`config.mk`:
```
export PLATFORM = sky130hd
export DESIGN_NAME = asss_ram
export DESIGN_NICKNAME = d
export VERILOG_FILES = /design/src/rtl/asss_ram.sv
export SDC_FILE = /design/constraint.sdc
export NUM_CORES = 2
export LEC_CHECK = 0
export BUFFER_PORTS_ARGS = -buffer_cell sky130_fd_sc_hd__buf_2
export CORE_ASPECT_RATIO = 1.4
export CORE_MARGIN = 3
export CORE_UTILIZATION = 35
export CTS_CLUSTER_DIAMETER = 100
export DETAILED_ROUTE_END_ITERATION = 16
export PLACE_DENSITY = 0.51
export SETUP_SLACK_MARGIN = 0.02
export SLEW_MARGIN = 25
export SYNTH_ARGS = -nofsm -noshare
export SYNTH_HDL_FRONTEND = slang
export SYNTH_SLANG_ARGS = --single-unit
```
`constraint.sdc`:
```
create_clock -name clk -period 6.7 [get_ports clk]
set_input_delay 1.34 -clock clk [delete_from_list [all_inputs] [get_ports clk]]
set_output_delay 1.34 -clock clk [all_outputs]
set_load 0.03 [all_outputs]
```
`src/rtl/asss_ram.sv`:
```
// Generic single write port RAM with one registered read port.
module asss_ram #(
  parameter int WIDTH = 64,
  parameter int DEPTH = 64
) (
  input  logic                     clk,
  input  logic                     we,
  input  logic [$clog2(DEPTH)-1:0] waddr,
  input  logic [WIDTH-1:0]         wdata,
  input  logic [$clog2(DEPTH)-1:0] raddr,
  output logic [WIDTH-1:0]         rdata
);
  logic [WIDTH-1:0] mem [DEPTH];

  always_ff @(posedge clk) begin
    if (we) begin
      mem[waddr] <= wdata;
    end
    rdata <= mem[raddr];
  end
endmodule
```
---- Word level (Yosys, flattened, before mapping) ----
Memory sizes are Yosys's and may differ from the RTL's. A register that Yosys moved wholly into a read port is not among the register bits.
Index checks and enable logic that the tools add are counted.
cells by class
  muxes and demuxes ....................... 2
operator list
  operator  count
  $mux W1   2
storage, ports and cells
  bits in writable memories ............... 4,096
  output and inout port bits .............. 64
  register bits ........................... 0
  memories ................................ 1
  word-level logic and storage cells ...... 3
memories
  name  depth  bits a word  read ports  clocked after memory_dff  write ports  line  text
  mem   64     64           1           1                         1            13    logic [WIDTH-1:0] mem [DEPTH];

---- Depth between registers and ports, before layout ----
  depth after elaboration ................. 2
  depth in mapped cells ................... 9
  gate-level depth less buffers ........... 5

---- Worst setup path before layout ----
OpenSTA, ideal clock, no wires.
  kind .................................... input to register
  start ................................... input port waddr[3]
  end ..................................... memory mem[48][0] (enable)
  arrival time ............................ 6,212 ps
  setup slack ............................. -76 ps
  stages on the path ...................... 4
  setup time .............................. 564 ps
  buffers on the path ..................... 1
  required time ........................... 6,136 ps
  cells stage by stage .................... clkbuf_1 nor2b_1 nand4b_1 nor3_1
RTL lines
  element          line  text
  start, declared  8     input logic [$clog2(DEPTH)-1:0] waddr,
  end, declared    13
No word-level cell before the write port.

==> metrics.csv <==
metric;value;unit
Setup crit end kind;register;
worst clock skew;0.0326;ns
GPL Wtd Cong;0.757;
Post-Place Setup Slack;2.07;ns
syn_nets;6676;
Resize count post-CTS;0;
ANT nets after route;0;
actual slew at the worst max-slew pin;1.12;ns
hpwl dp;247000;microns
layout cell share with drive strength beyond 1;0.283;
die width;571;microns
Hold/Removal Path Class;register to register;
synthesized area;156000;sq um
initial antenna violation count;22;
standard-cell rows;289;
Hold Buf Count CTS;0;
peak fanout along the critical path;59;
final setup margin;3.00;ns
routed len/inst;35.6;microns
CTS H-tree lvls;5;
postcts setup bufs;0;
first-pass iteration count of the detailed router;5;
die area;455000;sq um
Max Fclk;0.270;GHz
post-route insts no fill;13100;
Pwr per Cell Area;301;nW/um^2
Post-synth ARST share;0;
CTS max path bufs;4;
All-Layer GR Usage;0.203;
Post-synth EDFFs;4096;
CTS tree;done;
Clk Latency, worst-skew pair;0.92;ns
Final min period;3.70;ns
post-synth cell types;33;
clock transition at the registers of the reported paths;0.06;ns
area grow syn2layout;14.4;%
largest net degree at the start of global routing;101;
Max Cap Viol;0;
cell count after synthesis;6598;
Data required, critical path;7.45;ns
Root Buffer Master;clkbuf_16;
Core Area;444000;sq um
leakage power of the design;54.9;nW
IO buf count;141;
VDD IR max;0.000187;V
Final Cycle Share;0.552;
Final setup viols;0;
ys flop type;edfxtp_1;
total wire length;467000;microns
nets;7055;
Final Power;0.0539;W
Placed Cells;12400;
clock buffer count from CTS;388;
first-pass GRT wire length;645000;microns
WP data arrival;4.45;ns
Final Max Slew Viols;0;
starting density of the core;0.352;
FF+latch count, synth;4160;
total number of vias;74000;
chip height;797;microns
GRT overflow;0;
Synth warnings;0;
Ports;142;
RSZ-0062 raised after global routing;no;
Worst Setup Start Kind;primary input;
setup_tns;0;ns
register area;124000;sq um
post-synthesis sequential area ratio;0.795;
crit path kind;primary input to register;
area of the multi-input gates;30800;sq um
Sinks on Clock Net;4160;
initial DRC count;7826;
Hold Violations, Final;0;
DRC;0;
fill cell count;38400;
Via density;5.64;
vias in the first global route;77100;
outcome;finished, final reports clean;
Mean Syn Cell Area;23.7;sq um
slew margin rel.;0.252;
worst paths after layout:
kind / from / endpoint / slack [ns] / cells past startpoint
hold reg to reg: mem[39][10] / rdata[10] / 0.85 / 4
setup reg to reg: mem[55][49] / rdata[49] / 4.55 / 5
setup / recovery: raddr[2] / rdata[11] / 3.00 / 6
hold / removal: mem[39][10] / rdata[10] / 0.85 / 4
area by class of cell:
type                    instances  area share
inverters                      19    0.000399
clock buffers                 484      0.0582
well taps                    5820      0.0407
diodes                         16    0.000224
repair buffers                359      0.0208
clock inverters               221      0.0128
multi-input cells            2049       0.172
flip-flops and latches       4160       0.695
where the power goes:
part	internal (W)	switching, W
Combinational	0.000913	0.00167
Clock	0.0126	0.00974
Sequential	0.0288	0.000127
worst max-delay path: stages:
cell,delay [ns]
buf_8,0.39
and2_4,0.69
buf_4,0.58
a22oi_1,0.28
and3_1,0.27
a211oi_1,0.64
metrics by stage:
step / instance area, sq um / utilization / hold slack, ns
after floorplan: 156000 / - / 0.788
after global placement: 166000 / 0.374 / 0.847
after detailed placement: 166000 / 0.374 / 0.848
after CTS: 179000 / 0.403 / 0.860
after global routing: 179000 / 0.403 / 0.908
final: 179000 / 0.403 / 0.854
cell usage after synthesis (19+ instances only):
| master | number | area (sq um) |
|---|---|---|
| nor2_1 | 112 | 420 |
| o221ai_1 | 38 | 333 |
| nand2_1 | 58 | 218 |
| a22oi_1 | 168 | 1260 |
| inv_1 | 19 | 71.3 |
| or3_1 | 29 | 181 |
| buf_2 | 170 | 851 |
| a2bb2oi_1 | 19 | 166 |
| a41oi_1 | 26 | 228 |
| nor2b_1 | 28 | 175 |
| nand3_1 | 45 | 225 |
| dfxtp_1 | 64 | 1280 |
| buf_4 | 34 | 255 |
| or2_2 | 28 | 175 |
| mux4_2 | 1024 | 23100 |
| a211oi_1 | 63 | 473 |
| a22o_1 | 88 | 771 |
| edfxtp_1 | 4096 | 123000 |
| clkbuf_1 | 140 | 526 |
| o22ai_1 | 83 | 519 |
| buf_1 | 20 | 75.1 |
| mux2i_1 | 135 | 1350 |
| and3_1 | 64 | 400 |
placed cells by master (no fill, tap or decap), types with 3 or more instances in the layout:
cell type   Yosys  routed
nand2_1        58      54
a2bb2oi_1      19      19
o221ai_1       38      38
edfxtp_1     4096    4096
or3_1          29      29
a22o_1         88      88
clkinvlp_4      0      16
mux4_2       1024    1024
nor2b_4         0       4
dfxtp_1        64      64
a41oi_1        26      26
buf_12          0      93
nor2_4          0      65
or2_2          28      28
clkbuf_8        0      22
inv_1          19      19
a31oi_1        18      18
mux2i_1       135     135
bufinv_16       0      41
a22oi_1       168     168
inv_6           0       6
nand2b_1       11       7
clkinv_8        0       6
and3_1         64      64
clkinv_1        0      70
buf_2         170      75
clkbuf_16       0     394
clkinv_4        0       6
diode_2         0      16
nor2b_1        28      24
nand3_1        45      45
a211oi_1       63      63
nor2_1        112      47
buf_4          34     187
clkbuf_1      140      68
o22ai_1        83      83
clkinv_2        0      71
nand2b_2        0       3
logic make-up (layout without fill, tap and decap cells):
family                 count (synthesis)  after routing  share of synthesized area
AOI/OAI and AO/OA                    504            504                     0.0248
buffers and inverters                389           1083                     0.0118
DFF                                 4160           4160                      0.795
muxes                               1159           1159                      0.156
other                                  0             16                          0
and+or+nand+nor                      386            386                     0.0124
state kept, by name, indices dropped and copies added, names as in the netlist:
name   flops
rdata     64
mem     4096
routing by layer:
metal / wire, microns / global-route usage / vias to the layer above
met5: 74 / 0 / -
li1: - / - / 29200
met3: 24600 / 0.0247 / 666
met4: 13900 / 0.0568 / 12
met1: 180000 / 0.258 / 41600
met2: 248000 / 0.365 / 2520
No activity file was read; power rests on OpenSTA's default activity.
